**config.mk**
```make
export PLATFORM = sky130hd
export DESIGN_NAME = packed_field_unpacker_core
export DESIGN_NICKNAME = d
export VERILOG_FILES = /design/src/design/pfu_pkg.sv /design/src/design/packed_field_unpacker_core.sv
export SDC_FILE = /design/constraint.sdc
export NUM_CORES = 1
export LEC_CHECK = 0
export ABC_AREA = 1
export BUFFER_PORTS_ARGS = -buffer_cell sky130_fd_sc_hd__buf_2
export CAP_MARGIN = 20
export CORE_ASPECT_RATIO = 1.5
export CORE_MARGIN = 3
export CORE_UTILIZATION = 30
export DETAILED_ROUTE_END_ITERATION = 8
export HOLD_SLACK_MARGIN = 0.15
export SLEW_MARGIN = 15
export SYNTH_ARGS = -nofsm -noshare
export SYNTH_HDL_FRONTEND = slang
export SYNTH_SLANG_ARGS = --single-unit
```
**constraint.sdc**
```tcl
create_clock -name clk -period 6.8 [get_ports clk]
set_input_delay 1.36 -clock clk [delete_from_list [all_inputs] [get_ports clk]]
set_output_delay 1.36 -clock clk [all_outputs]
set_load 0.03 [all_outputs]
```
**src/design/pfu_pkg.sv**
```systemverilog
// ----------------------------------------------------------------------------
// pfu_pkg
// Shared types and constants for the packed field unpacker.
// ----------------------------------------------------------------------------
package pfu_pkg;

    localparam int VALUE_BITS = 64;
    localparam int WIDTH_BITS = 7;
    localparam int BUF_BITS   = 72;
    localparam int BYTE_BITS  = 8;
    localparam int INDEX_BITS = 2;

    localparam logic [INDEX_BITS-1:0] REG_VALUE_WIDTH   = 2'd0;
    localparam logic [INDEX_BITS-1:0] REG_VALUE_MINIMUM = 2'd1;
    localparam logic [INDEX_BITS-1:0] REG_RECORD_COUNT  = 2'd2;

    localparam logic [WIDTH_BITS-1:0] WIDTH_RESET = 7'd8;
    localparam logic [WIDTH_BITS-1:0] WIDTH_MAX   = 7'd64;
    localparam logic [WIDTH_BITS-1:0] WIDTH_MIN   = 7'd1;
    localparam logic [WIDTH_BITS-1:0] BYTE_FILL   = 7'd8;

    typedef enum logic [0:0] {
        ST_IDLE,
        ST_EMIT
    } state_t;

endpackage

```
**src/design/packed_field_unpacker_core.sv**
```systemverilog
// ----------------------------------------------------------------------------
// packed_field_unpacker_core
// Unpacks LSB-first bit-packed values of one field from a bytestream.
// ----------------------------------------------------------------------------
// Each accepted byte is appended above the bits held in a 72-bit buffer. The
// block then peels value_width bits at a time off the bottom of the buffer,
// one value per cycle, adds value_minimum (64-bit wrap) and presents the sum
// on the output item register. An input byte is first appended; each value it
// then completes (0 to 8 values) is taken in turn, and a byte that completes
// no value gets a closing step back to idle. Every value waits for
// the output register to be free, so output stall holds the flow. The
// single shift/mask/add path on the buffer sets this rate. in_stall stays high
// from the accepted byte until its last value is loaded into the output
// register. last_of_byte marks the last value a byte produces; final_record
// marks the value that uses up record_count, after which bytes are accepted
// and dropped until record_count is written again. Writing value_width or
// record_count clears the buffer; write configuration only while idle.
// ----------------------------------------------------------------------------
module packed_field_unpacker_core #(
    parameter int COUNT_BITS = 40
) (
    input  logic                                 clk,
    input  logic                                 rst_n,
    // configuration write port
    input  logic                                 cfg_write,
    input  logic [pfu_pkg::INDEX_BITS-1:0]       cfg_index,
    input  logic [pfu_pkg::VALUE_BITS-1:0]       cfg_data,
    // input channel
    input  logic                                 in_valid,
    output logic                                 in_stall,
    input  logic [pfu_pkg::BYTE_BITS-1:0]        stream_byte,
    // output channel
    output logic                                 out_valid,
    input  logic                                 out_stall,
    output logic signed [pfu_pkg::VALUE_BITS-1:0] value,
    output logic                                 last_of_byte,
    output logic                                 final_record
);

    // configuration registers
    logic [pfu_pkg::WIDTH_BITS-1:0] width_reg;
    logic [pfu_pkg::VALUE_BITS-1:0] minimum_reg;

    // working state
    pfu_pkg::state_t                state_reg, state_next;
    logic [pfu_pkg::BUF_BITS-1:0]   buf_reg, buf_next;
    logic [pfu_pkg::WIDTH_BITS-1:0] fill_reg, fill_next;
    logic [COUNT_BITS-1:0]          records_reg, records_next;

    // output item register
    logic                           out_valid_reg, out_valid_next;
    logic [pfu_pkg::VALUE_BITS-1:0] value_reg, value_next;
    logic                           last_reg, last_next;
    logic                           final_reg, final_next;

    // shared datapath
    logic [pfu_pkg::WIDTH_BITS-1:0] w_eff;
    logic [pfu_pkg::VALUE_BITS-1:0] take_mask;
    logic [pfu_pkg::VALUE_BITS-1:0] take_sum;
    logic [pfu_pkg::BUF_BITS-1:0]   buf_shifted;
    logic [pfu_pkg::BUF_BITS-1:0]   buf_appended;
    logic [pfu_pkg::WIDTH_BITS-1:0] fill_rem;
    logic                           can_take;
    logic                           slot_free;
    logic                           records_one;
    logic                           in_accept;

    // Clamp the width: zero acts as one, anything above 64 acts as 64.
    always_comb
    begin
        if (width_reg == '0)
            w_eff = pfu_pkg::WIDTH_MIN;
        else if (width_reg > pfu_pkg::WIDTH_MAX)
            w_eff = pfu_pkg::WIDTH_MAX;
        else
            w_eff = width_reg;
    end

    // One shift/mask/add unit, reused for every value of the byte.
    always_comb
    begin
        if (w_eff == pfu_pkg::WIDTH_MAX)
            take_mask = '1;
        else
            take_mask = (pfu_pkg::VALUE_BITS'(1) << w_eff) - pfu_pkg::VALUE_BITS'(1);
        take_sum     = (buf_reg[pfu_pkg::VALUE_BITS-1:0] & take_mask) + minimum_reg;
        buf_shifted  = buf_reg >> w_eff;
        buf_appended = buf_reg | (pfu_pkg::BUF_BITS'(stream_byte) << fill_reg);
        fill_rem     = fill_reg - w_eff;
    end

    assign records_one = (records_reg == COUNT_BITS'(1));
    assign can_take    = (fill_reg >= w_eff) && (records_reg != '0);
    assign slot_free   = !out_valid_reg || !out_stall;
    assign in_accept   = in_valid && (state_reg == pfu_pkg::ST_IDLE);

    // Sequencer: append in IDLE, then peel values in EMIT.
    always_comb
    begin
        state_next     = state_reg;
        buf_next       = buf_reg;
        fill_next      = fill_reg;
        records_next   = records_reg;
        out_valid_next = out_valid_reg && out_stall;
        value_next     = value_reg;
        last_next      = last_reg;
        final_next     = final_reg;

        case (state_reg)
            pfu_pkg::ST_IDLE:
            begin
                // drop the byte when no records remain
                if (in_accept && (records_reg != '0))
                begin
                    buf_next   = buf_appended;
                    fill_next  = fill_reg + pfu_pkg::BYTE_FILL;
                    state_next = pfu_pkg::ST_EMIT;
                end
            end
            pfu_pkg::ST_EMIT:
            begin
                if (!can_take)
                    state_next = pfu_pkg::ST_IDLE;
                else if (slot_free)
                begin
                    out_valid_next = 1'b1;
                    value_next     = take_sum;
                    last_next      = (fill_rem < w_eff) || records_one;
                    final_next     = records_one;
                    buf_next       = buf_shifted;
                    fill_next      = fill_rem;
                    records_next   = records_reg - COUNT_BITS'(1);
                    // advance to idle once this byte is exhausted or the last record is taken
                    if ((fill_rem < w_eff) || records_one)
                        state_next = pfu_pkg::ST_IDLE;
                end
            end
            default:
                state_next = pfu_pkg::ST_IDLE;
        endcase

        // configuration writes must arrive only while idle; the block does not enforce it
        if (cfg_write)
        begin
            if (cfg_index == pfu_pkg::REG_VALUE_WIDTH)
            begin
                buf_next  = '0;
                fill_next = '0;
            end
            else if (cfg_index == pfu_pkg::REG_RECORD_COUNT)
            begin
                buf_next     = '0;
                fill_next    = '0;
                records_next = cfg_data[COUNT_BITS-1:0];
            end
        end
    end

    always_ff @(posedge clk or negedge rst_n)
    begin
        if (!rst_n)
        begin
            state_reg     <= pfu_pkg::ST_IDLE;
            buf_reg       <= '0;
            fill_reg      <= '0;
            records_reg   <= '0;
            out_valid_reg <= 1'b0;
            width_reg     <= pfu_pkg::WIDTH_RESET;
            minimum_reg   <= '0;
        end
        else
        begin
            state_reg     <= state_next;
            buf_reg       <= buf_next;
            fill_reg      <= fill_next;
            records_reg   <= records_next;
            out_valid_reg <= out_valid_next;
            if (cfg_write && (cfg_index == pfu_pkg::REG_VALUE_WIDTH))
                width_reg <= cfg_data[pfu_pkg::WIDTH_BITS-1:0];
            if (cfg_write && (cfg_index == pfu_pkg::REG_VALUE_MINIMUM))
                minimum_reg <= cfg_data;
        end
    end

    // output payload: hold while stalled
    always_ff @(posedge clk)
    begin
        value_reg <= value_next;
        last_reg  <= last_next;
        final_reg <= final_next;
    end

    assign in_stall     = (state_reg != pfu_pkg::ST_IDLE);
    assign out_valid    = out_valid_reg;
    assign value        = value_reg;
    assign last_of_byte = last_reg;
    assign final_record = final_reg;

endmodule

```
# After elaboration in Yosys (flattened, before gate mapping)

Index checks and enable logic that the tools add are counted.
Widths: inputs -> output; s select.

Muxes and demuxes: 31
Shifts and indexed selects: 3
$lt $le $gt $ge: 3
Equality and inequality tests: 4
Add/sub/neg operators: 5
Reduce and logical (&&, ||, !) cells: 14
Bitwise logic cells: 3

Operator list:

| cell                  | number |
|---|---|
| $mux 72               | 6 |
| $mux 40               | 6 |
| $pmux 72 s2           | 1 |
| $or 72x72->72         | 1 |
| $shl 8x7->72          | 1 |
| $shr 72x7->72         | 1 |
| $add 64x64->64        | 1 |
| $and 64x64->64        | 1 |
| $mux 64               | 1 |
| $shl 1x7->64 const A  | 1 |
| $sub 64x2->64 const B | 1 |
| $mux 7                | 8 |
| $eq 40x1->1 const B   | 1 |
| $reduce_bool 40->1    | 1 |
| $sub 40x1->40 const B | 1 |
| $pmux 7 s2            | 1 |
| $add 7x4->7 const B   | 1 |
| $eq 7x7->1 const B    | 1 |
| $ge 7x7->1            | 1 |
| $gt 7x7->1 const B    | 1 |
| $logic_not 7->1       | 1 |
| $lt 7x7->1            | 1 |
| $mux 1                | 7 |
| $sub 7x7->7           | 1 |
| other kinds (9)       | 16 |

Logic and storage cells: 73
Output and inout port bits: 68
Input port bits: 79
Flip-flop bits (word level): 258

# Depth between registers and ports, before layout

Gate-level depths: netlist of the first run.

Depth after elaboration: 10
Mapped depth: 34
Gate-level depth less buffers: 33

# Worst setup path before layout of the first run

No wires, ideal clock.

Path type: register -> register
Start: register width_reg[2] (netlist bit)
End: register records_reg[38]
Slack: 1,888 ps
Library setup time: 132 ps
Stages on the path, launching flop included: 23
Data arrival time: 4,780 ps
Data required time: 6,668 ps
Path buffers: 5
Clock period less this slack: 4,912 ps
Cell sequence: dfrtp_1 nor2_2 nand3_2 nand2_4 nand2_2 buf_6 buf_6 buf_6 buf_2 buf_2 ha_1 a21oi_1 o21a_1 o211ai_1 nand2_1 nor2_1 nand2_1 clkinv_1 nand2_1 nor2_1 nand3_1 xor2_1 a21oi_1

Cells in the longest elaborated chain, start to end: 10
Elaborated cells between the ends (all ways): 11
Those cells by class: order compare: 2; mux: 7; reduce/logical: 2

RTL lines:

| item                   | line                              | text |
|---|---|---|
| from (decl)            | packed_field_unpacker_core.sv:41  | `logic [pfu_pkg::WIDTH_BITS-1:0] width_reg;` |
| from (signal assigned) | packed_field_unpacker_core.sv:168 | `width_reg <= pfu_pkg::WIDTH_RESET;` |
| from (signal assigned) | packed_field_unpacker_core.sv:179 | `width_reg <= cfg_data[pfu_pkg::WIDTH_BITS-1:0];` |
| $gt 7x7->1             | packed_field_unpacker_core.sv:73  | `else if (width_reg > pfu_pkg::WIDTH_MAX)` |
| $mux 7                 | packed_field_unpacker_core.sv:73  |  |
| $mux 7 *               | packed_field_unpacker_core.sv:71  | `if (width_reg == '0)` |
| $ge 7x7->1 *           | packed_field_unpacker_core.sv:93  | `assign can_take = (fill_reg >= w_eff) && (records_reg != '0);` |
| $logic_and 1x1->1 *    | packed_field_unpacker_core.sv:93  |  |
| $mux 40 *              | packed_field_unpacker_core.sv:122 | `if (!can_take)` |
| $mux 40 *              | packed_field_unpacker_core.sv:109 | `case (state_reg)` |
| $mux 40                | packed_field_unpacker_core.sv:150 | `else if (cfg_index == pfu_pkg::REG_RECORD_COUNT)` |
| $mux 40                | packed_field_unpacker_core.sv:145 | `if (cfg_index == pfu_pkg::REG_VALUE_WIDTH)` |
| $mux 40 *              | packed_field_unpacker_core.sv:143 | `if (cfg_write)` |
| via records_next[38]   | packed_field_unpacker_core.sv:48  | `logic [COUNT_BITS-1:0] records_reg, records_next;` |
| to (signal assigned)   | packed_field_unpacker_core.sv:176 | `records_reg <= records_next;` |
| to (decl)              | packed_field_unpacker_core.sv:48  |  |

Mark *: on every way through the listed nets, which the timed path passes. The rest lies on a longest branch.
A chain may end at the register's enable or synchronous reset.

# Worst setup path in the final report of the first run

Start: register width_reg[6] (netlist bit)
End: register value_reg (netlist bit value[52]) (data pin)

Cells in the longest elaborated chain, start to end: 8
Elaborated cells between the ends (all ways): 10
Those cells by class: add/sub: 2; order compare: 1; eq/ne: 1; shift: 1; mux: 3; bitwise: 1; reduce/logical: 1

RTL lines:

| item                   | line                              | text |
|---|---|---|
| $gt 7x7->1             | packed_field_unpacker_core.sv:73  |  |
| $mux 7                 | packed_field_unpacker_core.sv:73  |  |
| $mux 7 *               | packed_field_unpacker_core.sv:71  |  |
| $shl 1x7->64           | packed_field_unpacker_core.sv:85  | `take_mask = (pfu_pkg::VALUE_BITS'(1) << w_eff) - pfu_pkg::VALUE_BITS'(1);` |
| $sub 64x2->64          | packed_field_unpacker_core.sv:85  |  |
| $mux 64 *              | packed_field_unpacker_core.sv:82  | `if (w_eff == pfu_pkg::WIDTH_MAX)` |
| $and 64x64->64 *       | packed_field_unpacker_core.sv:86  | `take_sum = (buf_reg[pfu_pkg::VALUE_BITS-1:0] & take_mask) + minimum_reg;` |
| $add 64x64->64 *       | packed_field_unpacker_core.sv:86  |  |
| via take_sum (one bit) | packed_field_unpacker_core.sv:59  | `logic [pfu_pkg::VALUE_BITS-1:0] take_sum;` |
| to (signal assigned)   | packed_field_unpacker_core.sv:188 | `value_reg <= value_next;` |
| to (decl)              | packed_field_unpacker_core.sv:52  | `logic [pfu_pkg::VALUE_BITS-1:0] value_reg, value_next;` |

Marked as above.

==> impl_results.md, run 1 <==
- Status: complete, no violations
- Clock skew: 0.01583 ns
- Max Clock Freq: 154.5 MHz
- Largest area contributor in the netlist: dfrtp_1
- GRT Overall Usage: 27.31%
- Pwr dens: 462.2 mW/mm^2
- Crit path from: width_reg[6]
- Ys flop type: dfrtp_1
- CP max FO: 19
- Ports: 147
- Vias in the first global route: 26569
- Final setup fails: 0
- Worst vdd ir: 0.2689 mV
- First-pass DRT Iterations: 8
- Worst path arrival time: 6.84 ns
- TritonCTS clock tree: done
- Worst Setup Start Kind: flop
- Top sig layer: met4
- Post-CTS setup buffer count: 0
- Post-Syn Instances: 3750
- Cell Area, Synth: approximately 0.024 mm^2
- Core area: 0.08009 mm^2
- Top cells by area, synth: dfrtp_1 (20%), nand3_1 (14%), nand2_1 (12%)
- Synthesis-to-layout area growth: 10.87%
- Die height: 354.2 um
- Rows: 127
- Initial antenna violation count: 0
- Max transition margin: a little under a fifth
- Number of synthesized register bits: around 260
- Post-Syn Nets: 3912
- Post-Syn Area per Cell: 6.467 um^2
- Top-count cell post-synth: nand2_1
- Layout cell share with drive strength beyond 1: 9.746%
- EDFF count, synth: 66
- Final Net Count: 3957
- Final slew viol count: 0
- Cell variety after synth: 60
- Met3 Wirelength: 7178 um
- Routed wire length: roughly 120000 um
- Sequential area share after synthesis: about 28%
- Max reg flops: 72
- Final Hold Viols: 0
- Buffers on Ports: 146
- Hold buffer count at CTS: 0
- Largest net degree at the start of global routing: approximately 120
- Post-route worst setup slack: 0.3264 ns
- ANT nets after route: 0
- Die area: 0.08436 mm^2
- Top cells by count, synth: nand2_1 (806), nand3_1 (669), nor2_1 (402)
- Worst Hold Class: reg -> reg
- Worst EP required: 7.17 ns
- Clock sinks: about 260
- Setup TNS: 0 ns
- Met2 routed WL: 56610 um
- Crit Path Category: reg -> reg
- DR WL/cell: 24.37 um
- Starting density of the core: 30.28%
- Crit. End Element: flop
- Worst-Skew Late Latency: 0.63 ns
- Tot Pwr: 12.43 mW
- Fin crit share: between 90 and 100%
- Final Wtd Congestion: 1.108
- Residual DRC: 0
- Clock Path Buffers: 3
- Die X: 238.2 um
- Post-route minimum period: around 6.5 ns
- Dpl ws: 0.6297 ns
- H-Tree Depth: 1
- CTS Root Buffer Type: clkbuf_16
- Ant. Diodes: 0
- Worst r2r src: width_reg[6]
- Total congestion overflow: 0
- Post-synth ARST share: roughly 74%
- Vias: 27426
- Hold Path Origin: minimum_reg[8]
- Clk slew on worst S/H paths: 0.07 ns
- Post-DP HPWL: 91680 um
- Met1 wire length: 42900 um
- Synth top area share: between 10% and 20%
- CTS buffer count: 29
- Ys Warns: 0
- Slew @ Worst Pin: 1.216 ns
- Max-capacitance violation count: 0
- Post_cts resized: 0
- First-pass GRT wire length: 172400 um
- Via-per-instance ratio: 5.656
- DRT iter0 DRCs: 3093
- RSZ-0062 raised after global routing: no
- Leakage Power: 12.51 nW
layout by cell type, fill, tap and decap left out, types with 7 or more instances in the layout:
cell | Yosys | routed
edfxtp_1 | 66 | 66
nand3_1 | 669 | 668
nor3_1 | 33 | 33
dfrtp_1 | 191 | 191
a21o_1 | 12 | 12
clkbuf_16 | 0 | 29
a21oi_1 | 204 | 204
o211ai_1 | 87 | 87
buf_4 | 6 | 47
nor4_1 | 11 | 11
nand3_2 | 7 | 7
o21bai_1 | 9 | 9
a31oi_1 | 28 | 28
nor2_4 | 9 | 9
nand2_2 | 9 | 10
inv_2 | 14 | 15
nand4_1 | 53 | 53
nor2_1 | 402 | 401
xor2_1 | 65 | 65
nand2_1 | 806 | 803
ha_1 | 81 | 81
or2_2 | 11 | 11
buf_2 | 47 | 145
o31ai_1 | 7 | 7
inv_1 | 345 | 344
nor2_2 | 14 | 15
mux2_2 | 46 | 46
o21ai_0 | 287 | 286
o21ai_1 | 7 | 8
xnor2_1 | 33 | 33
final timing paths:
kind / end / slack (ns) / cells after the start
min: minimum_reg[8] / 0.50 / 2
min in group asynchronous: buf_reg[67] / 0.72 / 1
max: value[52] / 0.33 / 21
max reg2reg: value[52] / 0.33 / 21
min reg2reg: minimum_reg[8] / 0.50 / 2
max in group asynchronous: minimum_reg[36] / 4.98 / 2
through the flow:
stage / std cells / utilization [%] / hold WS, ns / cell area (um^2)
2_1_floorplan: 3750 / - / 0.4594 / 24250
3_3_place_gp: 4794 / 32.33 / 0.4763 / 25890
3_5_place_dp: 4795 / 32.34 / 0.4808 / 25900
4_1_cts: 4848 / 33.56 / 0.4963 / 26880
5_1_grt: 4849 / 33.57 / 0.5353 / 26890
6_report: 4849 / 33.57 / 0.4962 / 26890
critical path, cell delays in order, from the launching register on:
cell     delay [ns]
dfrtp_1        0.99
inv_2          0.19
nand2_2        0.43
inv_2          0.28
nand4_1        0.31
nand2_1        0.15
nor2_1         0.40
nand4_1        0.43
nor3_1         0.47
nand3_1        0.31
nor2_1         0.22
ha_1           0.27
nand2_1        0.11
nor2_1         0.15
inv_1          0.08
nor2_1         0.10
inv_1          0.05
nor3_1         0.52
nand3_1        0.26
nand3_1        0.24
a21oi_1        0.10
xnor2_1        0.13
per-layer routing:
metal,vias up,global-route usage [%]
li1,12813,-
met1,12938,30.58
met2,1303,46.87
met3,372,2.907
met4,0,21.98
met5,-,0
where the power goes:
group          internal [mW]  switching (mW)  leakage (nW)  total (mW)
clock network          0.947           0.756         0.477        1.70
logic                   2.21            5.68          9.07        7.89
registers               2.29           0.541          2.97        2.83
final cells by class:
type | instances | area (um^2)
Sequential cell | 258 | 6788
Clock inverter | 18 | 230.2
Timing Repair Buffer | 194 | 1112
Fill cell | 8905 | 53200
Multi-Input combinational cell | 2949 | 15350
Inverter | 363 | 1364
Clock buffer | 35 | 748.2
Tap cell | 1032 | 1291
cells by family after synthesis:
group / count (synthesis) / synth area share, %
AOI/OAI and AO/OA: 670 / 15.57
buffers and inverters: 543 / 8.832
muxes: 47 / 2.177
DFF: 258 / 27.99
adders and majority gates: 83 / 4.344
other: 1 / 0.01546
xor gates and xnor gates: 98 / 3.539
and+or+nand+nor: 2050 / 37.54
(Power assumes the default switching activity.)
==> inputs of run 2 (changes only) <==
REMOVE_ABC_BUFFERS = 1   (was unset)
==> impl_results.md, run 2 (synthesized netlist as in run 1, its figures left out) <==
- Clk slew on worst S/H paths: 0.08 ns
- Hold path cells: 2
- RSZ-0062 raised after global routing: no
- Vias in the first global route: 26795
- FF+latch area: ~0.0068 mm^2
- Leading cell type in the layout, fill and taps excluded: nand2_1
- Post-CTS setup buffer count: 0
- Via-per-instance ratio: about 5.7
- Most frequent cells in the layout: nand2_1 (803), nand3_1 (668), nor2_1 (401)
- Finished Cell Area: approximately 0.027 mm^2
- Synthesis-to-layout area growth: 10.87%
- Core area: between 0.08 and 0.09 mm^2
- Worst vdd ir: 0.2952 mV
- Slew @ Worst Pin: approximately 1.3 ns
- Max-capacitance violation count: 0
- Post-DP HPWL: between 90000 and 100000 um
- Vias: around 28000
- Starting density of the core: 30.28%
- Critical path's top delay family: simple AND/OR/NAND/NOR gates
- Critical path's largest stage delay: between 0.5 and 0.6 ns
- Worst Path Buf+Inv: 2
- Die area: between 0.08 and 0.09 mm^2
- Initial antenna violation count: 1
- Worst Hold Class: reg -> reg
- Final Hold Viols: 0
- Clock sinks: 258
- Routed wire length: 119500 um
- Worst-Skew Late Latency: 0.62 ns
- Buffers on Ports: 146
- First-pass GRT wire length: ~170000 um
- Residual DRC: 0
- Final-layout fill cell count: 8903
- Die X: 238.2 um
- DRT iter0 DRCs: 3034
- Max reg flops: 72
- Status: complete, no violations
- Max Clock Freq: 167.7 MHz
- Rows: 127
- Worst r2r src: width_reg[3]
- Worst path arrival time: 6.33 ns
- Final slew viol count: 0
- Final Net Count: just under 4000
- Slowest stage cell, crit path: dfstp_2
- Hold buffer count at CTS: 0
- Capturing point of the worst reg2reg path: value[59]
- First-pass DRT Iterations: 7
- H-Tree Depth: 1
- Worst EP required: ~7.2 ns
- Post_cts resized: 0
- Hold Path Origin: minimum_reg[8]
- Final Wtd Congestion: 1.044
- Post-route minimum period: 5.962 ns
- TritonCTS clock tree: done
- Die height: 354.2 um
- CTS Root Buffer Type: clkbuf_16
- ANT nets after route: 0
- Area of the multi-input gates: 0.01535 mm^2
- Max transition margin: 16.64%
- Crit. End Element: flop
- Cell Count, Final, Fillers Out: 4856
- Worst Setup Start Kind: flop
- CP max FO: 25
- Worst R2R Path Depth: 25
- Largest net degree at the start of global routing: 103
- Crit Path Category: reg -> reg
- Clock Path Buffers: 3
- DR WL/cell: approximately 25 um
- Final setup fails: 0
- Placed cell area: ~0.026 mm^2
- GRT Overall Usage: between 20% and 30%
- Fin crit share: a little under 90%
- Layout cell share with drive strength beyond 1: between 10% and 20%
- R2r setup slk: 0.84 ns
- CTS buffer count: 28
- Ports: 147
- DP Cell Count: 4800
- Leakage Power: 12.50 nW
- Hold path endpoint: minimum_reg[8]
- Clock skew: 0.02364 ns
- Pwr dens: ~460 mW/mm^2
- Total congestion overflow: 0
- Critical Path Most Common Cell: a21oi_1
run 2: changes by cell type in the layout (fill, tap and decap cells not counted), moves of 2 or more:
| cell | delta |
|---|---|
| clkinvlp_4 | +6 |
| bufinv_16 | -3 |
| clkbuf_1 | -5 |
| diode_2 | +2 |
| buf_4 | +3 |
| inv_6 | +3 |
| inv_4 | +2 |
| clkinv_1 | -2 |
run 2: how the worst max path moves through the flow:
stage / startpoint / end / cells after the start
after floorplan: width_reg[6] / records_reg[38] / 16
after global placement: width_reg[3] / value[59] / 25
after detailed placement: width_reg[3] / value[59] / 24
after CTS: width_reg[3] / value[59] / 25
after global routing: width_reg[1] / value[59] / 25
final: width_reg[3] / value[59] / 25
run 2: layout make-up:
type,count,area share (%)
multi-input combinational,2949,57.11
sequential,258,25.25
inverter,363,5.072
tap,1032,4.802
timing repair buffer,200,4.342
clock buffer,30,2.671
clock inverter,22,0.7399
antenna,2,0.01861
run 2: routing by layer:
| layer | vias up | GRT usage [%] | routed length [um] |
|---|---|---|---|
| li1 | 12841 | - | - |
| met4 | 0 | 21.47 | 11920 |
| met1 | 13089 | 30.80 | 43270 |
| met5 | - | 0 | 0 |
| met2 | 1364 | 47.77 | 57160 |
| met3 | 425 | 3.155 | 7123 |
run 2: where the power goes:
| group | internal [mW] | total (mW) | switching (mW) | leakage (nW) |
|---|---|---|---|---|
| clock network | 0.824 | 1.62 | 0.791 | 0.433 |
| logic | 2.23 | 7.95 | 5.71 | 9.10 |
| registers | 2.29 | 2.82 | 0.527 | 2.97 |
| total | 5.35 | 12.4 | 7.03 | 12.5 |
run 2: worst reg2reg max path, delay by kind of cell (launching register included):
| family | cells | cell delay [ns] |
|---|---|---|
| xor gates and xnor gates | 1 | 0.08 |
| DFF | 1 | 0.58 |
| AOI/OAI and AO/OA | 7 | 1.58 |
| adders and majority gates | 1 | 0.37 |
| buffers and inverters | 2 | 0.29 |
| and+or+nand+nor | 14 | 2.82 |
run 2: metrics by stage:
step | util (%) | hold WS, ns | setup WS (ns) | setup TNS, ns | power (mW)
finish | 33.57 | 0.5032 | 0.8375 | 0 | 12.38
global route | 33.57 | 0.5412 | 0.4076 | 0 | 13.17
CTS | 33.55 | 0.5049 | 1.127 | 0 | 12.20
detailed placement | 32.41 | 0.4858 | 1.155 | 0 | 10.55
global placement | 32.40 | 0.4789 | 1.021 | 0 | 10.56
floorplan | - | 0.4594 | -0.6952 | -38.08 | 7.630
